--- src/rtl/lsog_pkg.sv ---
// Package for the lidar scan to occupancy grid block.
// Holds grid geometry, item structs, datapath command codes and the
// controller/datapath command and status structs. No dependencies.
package lsog_pkg;

  localparam int GRID_WIDTH  = 80;
  localparam int GRID_HEIGHT = 80;
  localparam int MAX_BEAMS   = 1024;

  localparam int BEAM_W  = $clog2(MAX_BEAMS);
  localparam int COL_W   = 7;
  localparam int ROW_W   = 7;
  localparam int COST_W  = 6;
  localparam int RANGE_W = 16;
  localparam int REG_W   = 16;
  localparam int NUM_REGS = 8;
  localparam int REG_IDX_W = $clog2(NUM_REGS);

  localparam int CORDIC_STEPS = 14;
  localparam int DIV_BITS     = 8;
  localparam int CNT_W        = 7;

  localparam logic [1:0] OP_RANGE = 2'd0;
  localparam logic [1:0] OP_START = 2'd1;
  localparam logic [1:0] OP_READ  = 2'd2;

  localparam logic [COST_W-1:0] COST_FREE = 6'd50;
  localparam logic [COST_W-1:0] COST_OCC  = 6'd0;

  localparam logic [4:0] DP_NOP   = 5'd0;
  localparam logic [4:0] DP_ACC   = 5'd1;
  localparam logic [4:0] DP_CLR   = 5'd2;
  localparam logic [4:0] DP_LOADB = 5'd3;
  localparam logic [4:0] DP_CSTEP = 5'd4;
  localparam logic [4:0] DP_MULX  = 5'd5;
  localparam logic [4:0] DP_MULY  = 5'd6;
  localparam logic [4:0] DP_GY    = 5'd7;
  localparam logic [4:0] DP_LOADY = 5'd8;
  localparam logic [4:0] DP_SMX   = 5'd9;
  localparam logic [4:0] DP_DLX   = 5'd10;
  localparam logic [4:0] DP_DSTEP = 5'd11;
  localparam logic [4:0] DP_DFX   = 5'd12;
  localparam logic [4:0] DP_SMY   = 5'd13;
  localparam logic [4:0] DP_DLY   = 5'd14;
  localparam logic [4:0] DP_DFY   = 5'd15;
  localparam logic [4:0] DP_MRD   = 5'd16;
  localparam logic [4:0] DP_MWR   = 5'd17;
  localparam logic [4:0] DP_RRD   = 5'd18;
  localparam logic [4:0] DP_OUT   = 5'd19;

  typedef struct packed {
    logic [1:0]         opcode;
    logic [RANGE_W-1:0] range_mm;
    logic [COL_W-1:0]   read_col;
    logic [ROW_W-1:0]   read_row;
  } in_item_t;

  typedef struct packed {
    logic [BEAM_W-1:0] beam_number;
    logic              hit;
    logic [COL_W-1:0]  cell_col;
    logic [ROW_W-1:0]  cell_row;
    logic [COST_W-1:0] cell_cost;
  } out_item_t;

  typedef struct packed {
    logic [4:0]       op;
    logic [CNT_W-1:0] step;
  } dp_cmd_t;

  typedef struct packed {
    logic range_ok;
    logic hit;
  } dp_sts_t;

endpackage

--- src/rtl/lsog_ctrl.sv ---
// Controller state machine: handshakes, clearing sweep and the
// command sequence for the datapath. Depends on lsog_pkg.
module lsog_ctrl import lsog_pkg::*; (
  input  logic       clk_i,
  input  logic       rst_ni,
  input  logic       in_valid_i,
  input  logic [1:0] in_opcode_i,
  output logic       in_stall_o,
  output logic       out_valid_o,
  input  logic       out_stall_i,
  input  dp_sts_t    sts_i,
  output dp_cmd_t    cmd_o
);

  localparam logic [4:0] S_IDLE  = 5'd0;
  localparam logic [4:0] S_CLR   = 5'd1;
  localparam logic [4:0] S_LOADB = 5'd2;
  localparam logic [4:0] S_CORD  = 5'd3;
  localparam logic [4:0] S_MULX  = 5'd4;
  localparam logic [4:0] S_MULY  = 5'd5;
  localparam logic [4:0] S_GY    = 5'd6;
  localparam logic [4:0] S_LOADY = 5'd7;
  localparam logic [4:0] S_SMX   = 5'd8;
  localparam logic [4:0] S_DLX   = 5'd9;
  localparam logic [4:0] S_DIVX  = 5'd10;
  localparam logic [4:0] S_DFX   = 5'd11;
  localparam logic [4:0] S_SMY   = 5'd12;
  localparam logic [4:0] S_DLY   = 5'd13;
  localparam logic [4:0] S_DIVY  = 5'd14;
  localparam logic [4:0] S_DFY   = 5'd15;
  localparam logic [4:0] S_MRD   = 5'd16;
  localparam logic [4:0] S_MWR   = 5'd17;
  localparam logic [4:0] S_OUT   = 5'd18;

  logic [4:0] state_q, state_d;
  logic [CNT_W-1:0] cnt_q, cnt_d;
  logic pass_q, pass_d;
  logic clr_item_q, clr_item_d;
  logic out_valid_q, out_valid_d;

  always_comb begin
    state_d     = state_q;
    cnt_d       = cnt_q;
    pass_d      = pass_q;
    clr_item_d  = clr_item_q;
    out_valid_d = out_valid_q && out_stall_i;
    cmd_o.op    = DP_NOP;
    cmd_o.step  = cnt_q;
    unique case (state_q)
      S_IDLE: begin
        if (in_valid_i) begin
          cmd_o.op = DP_ACC;
          cnt_d    = '0;
          priority case (in_opcode_i)
            OP_RANGE: state_d = S_LOADB;
            OP_START: begin state_d = S_CLR; clr_item_d = 1'b1; end
            default:  state_d = S_OUT;
          endcase
        end
      end
      S_CLR: begin
        cmd_o.op = DP_CLR;
        cnt_d    = cnt_q + 1'b1;
        if (cnt_q == CNT_W'(GRID_HEIGHT - 1)) begin
          state_d = clr_item_q ? S_OUT : S_IDLE;
        end
      end
      S_LOADB: begin
        cmd_o.op = DP_LOADB;
        pass_d   = 1'b0;
        cnt_d    = '0;
        state_d  = sts_i.range_ok ? S_CORD : S_OUT;
      end
      S_CORD: begin
        cmd_o.op = DP_CSTEP;
        cnt_d    = cnt_q + 1'b1;
        if (cnt_q == CNT_W'(CORDIC_STEPS - 1)) begin
          state_d = S_MULX;
        end
      end
      S_MULX: begin cmd_o.op = DP_MULX; state_d = S_MULY; end
      S_MULY: begin cmd_o.op = DP_MULY; state_d = S_GY; end
      S_GY: begin
        cmd_o.op = DP_GY;
        state_d  = pass_q ? S_SMX : S_LOADY;
      end
      S_LOADY: begin
        cmd_o.op = DP_LOADY;
        pass_d   = 1'b1;
        cnt_d    = '0;
        state_d  = S_CORD;
      end
      S_SMX: begin cmd_o.op = DP_SMX; state_d = S_DLX; end
      S_DLX: begin cmd_o.op = DP_DLX; state_d = S_DIVX; end
      S_DIVX: begin cmd_o.op = DP_DSTEP; state_d = S_DFX; end
      S_DFX: begin cmd_o.op = DP_DFX; state_d = S_SMY; end
      S_SMY: begin cmd_o.op = DP_SMY; state_d = S_DLY; end
      S_DLY: begin cmd_o.op = DP_DLY; state_d = S_DIVY; end
      S_DIVY: begin cmd_o.op = DP_DSTEP; state_d = S_DFY; end
      S_DFY: begin cmd_o.op = DP_DFY; state_d = S_MRD; end
      S_MRD: begin
        if (sts_i.hit) begin
          cmd_o.op = DP_MRD;
          state_d  = S_MWR;
        end else begin
          state_d = S_OUT;
        end
      end
      S_MWR: begin cmd_o.op = DP_MWR; state_d = S_OUT; end
      S_OUT: begin
        if (!out_valid_q || !out_stall_i) begin
          cmd_o.op    = DP_OUT;
          out_valid_d = 1'b1;
          clr_item_d  = 1'b0;
          state_d     = S_IDLE;
        end
      end
      default: state_d = S_IDLE;
    endcase
  end

  always_ff @(posedge clk_i or negedge rst_ni) begin
    if (!rst_ni) begin
      state_q     <= S_CLR;
      cnt_q       <= '0;
      pass_q      <= 1'b0;
      clr_item_q  <= 1'b0;
      out_valid_q <= 1'b0;
    end else begin
      state_q     <= state_d;
      cnt_q       <= cnt_d;
      pass_q      <= pass_d;
      clr_item_q  <= clr_item_d;
      out_valid_q <= out_valid_d;
    end
  end

  assign in_stall_o  = (state_q != S_IDLE);
  assign out_valid_o = out_valid_q;

  a_cord_cnt: assert property (@(posedge clk_i) disable iff (!rst_ni)
    (state_q == S_CORD) |-> (cnt_q < CNT_W'(CORDIC_STEPS)))
    else $error("cordic step count out of range");

  a_clr_cnt: assert property (@(posedge clk_i) disable iff (!rst_ni)
    (state_q == S_CLR) |-> (cnt_q < CNT_W'(GRID_HEIGHT)))
    else $error("clear sweep row out of range");

  a_out_src: assert property (@(posedge clk_i) disable iff (!rst_ni)
    $rose(out_valid_q) |-> ($past(state_q) == S_OUT))
    else $error("result shown outside output state");

  a_take: assert property (@(posedge clk_i) disable iff (!rst_ni)
    (state_q == S_IDLE && in_valid_i) |=> (state_q != S_IDLE))
    else $error("accepted item left no work");

endmodule

--- config.mk ---
export PLATFORM = sky130hd
export DESIGN_NAME = lsog_ctrl
export DESIGN_NICKNAME = d
export VERILOG_FILES = /design/src/rtl/lsog_pkg.sv /design/src/rtl/lsog_ctrl.sv
export SDC_FILE = /design/constraint.sdc
export NUM_CORES = 1
export LEC_CHECK = 0
export BUFFER_PORTS_ARGS = -buffer_cell sky130_fd_sc_hd__buf_2
export CAP_MARGIN = 20
export CORE_UTILIZATION = 52
export DETAILED_ROUTE_END_ITERATION = 7
export PLACE_DENSITY = 0.87
export SLEW_MARGIN = 25
export SYNTH_ARGS = -nofsm -noshare
export SYNTH_HDL_FRONTEND = slang
export SYNTH_SLANG_ARGS = --single-unit
export TNS_END_PERCENT = 100
--- constraint.sdc ---
create_clock -name clk_i -period 2.2 [get_ports clk_i]
set_clock_uncertainty 0.2 [all_clocks]
set_input_delay 0.33 -clock clk_i [delete_from_list [all_inputs] [get_ports clk_i]]
set_output_delay 0.33 -clock clk_i [all_outputs]
set_load 0.01 [all_outputs]
### After elaboration in Yosys (flattened, before gate mapping)

Cells that the tools add are included.

* $add $sub $neg: 1
* $mul: 0
* divide/modulo/power cells: 0
* order comparisons: 0
* eq/ne operators: 26
* shifts and indexed selects: 0
* multiplexer cells: 23
* bitwise logic cells: 0
* reductions and logical operators: 16

Operators with widths (count)
* case mux 5 bit (19 select lines): 1
* case mux 5 bit (18 select lines): 1
* equality test 5 x 4 -> 1 bit, second input constant: 8
* two-way mux 5 bit: 8
* case mux 7 bit (3 select lines): 1
* equality test 5 x 3 -> 1 bit, second input constant: 4
* equality test 5 bit, second input constant: 3
* equality test 5 x 2 -> 1 bit, second input constant: 2
* case mux 5 bit (2 select lines): 1
* inequality test 2 bit, second input constant: 4
* AND reduction 4 bit: 2
* adder 7 x 1 -> 7 bit, second input constant: 1
* equality test 7 x 4 -> 1 bit, second input constant: 1
* equality test 7 bit, second input constant: 1
* two-way mux 7 bit: 1
* two-way mux 1 bit: 6
* OR reduction 2 bit: 3
* equality test 5 x 1 -> 1 bit, second input constant: 1
* logical NOT 5 bit: 1
* nonzero test 5 bit: 1
* two-way mux 4 bit: 1
* case mux 1 bit (2 select lines): 2
* nonzero test 2 bit: 2
* nonzero test 3 bit: 1
* 8 further kinds: 9

* register bits: 15
* bits in latches: 0
* bits in writable memories: 0
* memory bits (read-only): 0
* word-level logic and storage cells: 71
* memories kept: 0

### Depth between registers and ports, before layout

* depth after elaboration: 4
* depth in mapped cells: 6

### Worst setup path before layout

OpenSTA, ideal clock, no wires.

* path kind: reg-to-output
* start: reg state_q[0]
* end: out cmd_o[7] in the netlist's numbering
* data arrival time: 1.470 ns
* data required time: 1.670 ns
* setup slack: 0.200 ns
* cell stages (with the launch flop): 6
* path buffers: 2
* cell sequence: dfstp_2 -> buf_2 -> buf_2 -> nand2_1 -> and2_0 -> o31ai_1

RTL lines
* from (decl): RTL line lsog_ctrl.sv:35 `logic [4:0] state_q, state_d;`
* from (signal assigned): RTL line lsog_ctrl.sv:130 `state_q <= state_d;`
* to (decl): RTL line lsog_ctrl.sv:12 `output dp_cmd_t cmd_o`

==> results by group <==
Yosys
  – FF+latch count, synth: 15
  – Most common cell in the netlist: nand2_1
  – Number of synthesized flops with an enable pin: 0
  – Syn Nets: 156
  – Syn Area/Cell: 8.13 sq um
  – Share of the synthesized area in the top cell type: 29.5%
  – Ys Warns: 0
  – Ys flop type: dfrtp_1
  – Cell Area, Synth: 1190 sq um
  – Most area-consuming cells after synthesis: dfrtp_1 30%, nand2_1 5.7%, o21ai_0 5.5%
  – Cell accounting for the most synthesized area: dfrtp_1
  – Commonest cells in the synthesized netlist: 18 x nand2_1, 14 x dfrtp_1, 13 x o21ai_0, 9 x buf_2, 8 x a21oi_1
  – Async set or reset register ratio after synthesis: 100%
  – Synth cell types: 51
  – Post-synthesis cell count: 146
  – Share of the yosys chip area belonging to registers: 31.7%

Worst setup path
  – Critical-path cell list: buf_4 -> a21oi_1 -> a31oi_1 -> o22ai_1 -> buf_2
  – CP max-delay cell: dfstp_2
  – Slowest stage delay, CP: 610 ps
  – Critical path's top delay family: flip-flops
  – Crit path depth: 5
  – Worst EP arrival: 1600 ps
  – Critical path buffers and inverters: 2
  – CP required: 1670 ps
  – Setup CP Type: register to output pin
  – Setup crit start kind: register
  – CP max FO: 14
  – Worst Setup End Kind: output pin
  – Worst reg2reg path depth: 5

Clock tree
  – CTS tree: yes
  – CTS Buffer Depth: 2
  – Clock Latency Late Sink: 280 ps
  – Clock transition at path regs: 90 ps
  – Clock Sinks: 15
  – H-tree levels: 1
  – CTS root buf: clkbuf_4
  – TritonCTS buffer count: 3

Worst hold path
  – Hold Path Class: input port to register
  – Worst hold stages: 3

Status
  – Status: finished clean

GRT
  – Initial antenna violation count: 0
  – Total global-route track usage: 28.0%
  – Total grt overflow: 0
  – Largest net degree at the start of global routing: 21
  – First-pass GRT wire length: 5340 microns
  – Vias in the first global route: 1142

Cells and area
  – Antenna diodes: 0
  – Area grow syn2layout: 17.8%
  – Non-Filler Instances: 198
  – Final nets: 182
  – Layout cells sized above 1: 29.8%
  – Fin area: 1400 sq um

Routing
  – # DRC: 0
  – Met2 wire len: 1560 microns
  – Met1 WL: 1300 microns
  – DR WL/cell: 16.3 microns
  – Drt total wl: 3230 microns
  – DR top layer: met4
  – Via density: 6.61
  – Iteration count of the initial detailed-routing pass: 4
  – Antenna Nets Post-Route: 0
  – DR iter-0 viols: 57
  – Via Count: 1308
  – Met3 wire length: 329 microns

STA
  – Final Hold Viols: 0
  – Final slew viol count: 0
  – Final period utilization: 96.8%
  – Unrepaired setup endpoints after global routing: false
  – Final Critical Period: 2130 ps
  – Max frequency: 470 MHz
  – TNS Setup: 0 ps
  – Worst-Margin Slew: 641 ps
  – Final setup vio count: 0
  – Rel. slew slack: 57.2%

Place
  – Post-DP HPWL: 2240 microns
  – Area after DPL: 1330 sq um
  – Placed cell count: 190
  – Number of port buffers: 21
  – Routability cong.: 0.930

Die
  – Die height: 49.8 microns
  – # rows: 16
  – Starting Density: 57.6%
  – Die width: 49.8 microns
  – Area of the core: 2060 sq um
  – Die area: 2480 sq um
  – Boundary pin count: 22

Power and ir drop
  – Leak pwr: 0.569 nW
  – Maximum vdd drop: 335 uV
  – Pwr Density: 324 nW/um^2

Run
  – Max Cap Viol: 0
metrics by stage:
step | power [W] | utilization (%) | setup slack [ps] | hold slack, ps
final | 0.000453 | 67.8 | 71.4 | 177
after global placement | 0.000297 | 64.3 | 304 | 47.4
after CTS | 0.000455 | 66.1 | 13.7 | 158
after floorplan | 0.000283 | - | 200 | -166
after global routing | 0.000465 | 67.8 | 6.68 | 188
after detailed placement | 0.000298 | 64.3 | 232 | 58.5
where the power goes:
part	leakage, nW	internal [W]	total, W	switching (W)
clock network	0.0150	0.0000704	0.000160	0.0000892
logic	0.368	0.00000679	0.0000179	0.0000111
registers	0.186	0.000276	0.000276	0.0000000000000000000988
flip-flops by register name, indices dropped and copies added, names as in the netlist:
register / count
clr_item_q: 1
state_q: 5
out_valid_o: 1
pass_q: 1
cnt_q: 7
placed cells by master, fill, tap and decap left out, types with 3 or more instances in the layout:
cell and count:
buf_2 21, inv_1 3, clkbuf_4 3, a31oi_1 4, buf_4 9, nor2_1 3
nor3_1 6, nand2b_1 5, nand3b_1 4, o22ai_1 3, dfrtp_2 4, nand3_1 5
or3_1 3, nand2_1 18, o21ai_1 3, a21oi_1 7, dfrtp_1 10, o21ai_0 13
path summary, 6_finish.rpt:
kind	from	end	slack (ps)
max in group asynchronous	rst_ni	state_q[0]$_DFFE_PN1P_	1240
min in group asynchronous	rst_ni	cnt_q[5]$_DFFE_PN0P_	270
hold / removal	out_stall_i	out_valid_o$_DFF_PN0_	180
hold reg to reg	state_q[4]$_DFFE_PN0P_	state_q[3]$_DFFE_PN0P_	360
setup reg to reg	state_q[0]$_DFFE_PN1P_	cnt_q[6]$_DFFE_PN0P_	160
setup / recovery	state_q[0]$_DFFE_PN1P_	cmd_o[8]	70
layout make-up:
| cell class | instances | area (sq um) |
|---|---|---|
| repair buffers | 32 | 188 |
| flip-flops and latches | 15 | 382 |
| clock buffers | 4 | 26.3 |
| inverters | 5 | 21.3 |
| multi-input cells | 115 | 748 |
| well taps | 27 | 33.8 |
| fillers | 163 | 663 |
tightest hold or removal path, stage by stage:
cell and delay, ps:
buf_2 100, nand2_1 100, nand2_1 90
layer usage:
layer	track usage [%]	vias to the layer above
met3	6.17	8
met5	0	-
li1	-	604
met1	39.2	613
met2	43.5	83
met4	7.14	0
kinds of logic after synthesis:
logic type | synth area share (%)
multiplexers | 1.79
AO/OA/AOI/OAI | 31.5
flip-flops | 31.7
buffers and inverters | 6.01
AND/OR/NAND/NOR | 26.9
adder cells (fa/ha/maj) | 2.11
timing repair:
action / CTS / global route
hold endpoints to repair: 14 / 0
endpoints found under the setup margin: 0 / 6
gates resized for setup: 0 / 8
buffers inserted: 0 / 3
hold buffers: 1 / 0
(Power assumes the default switching activity.)
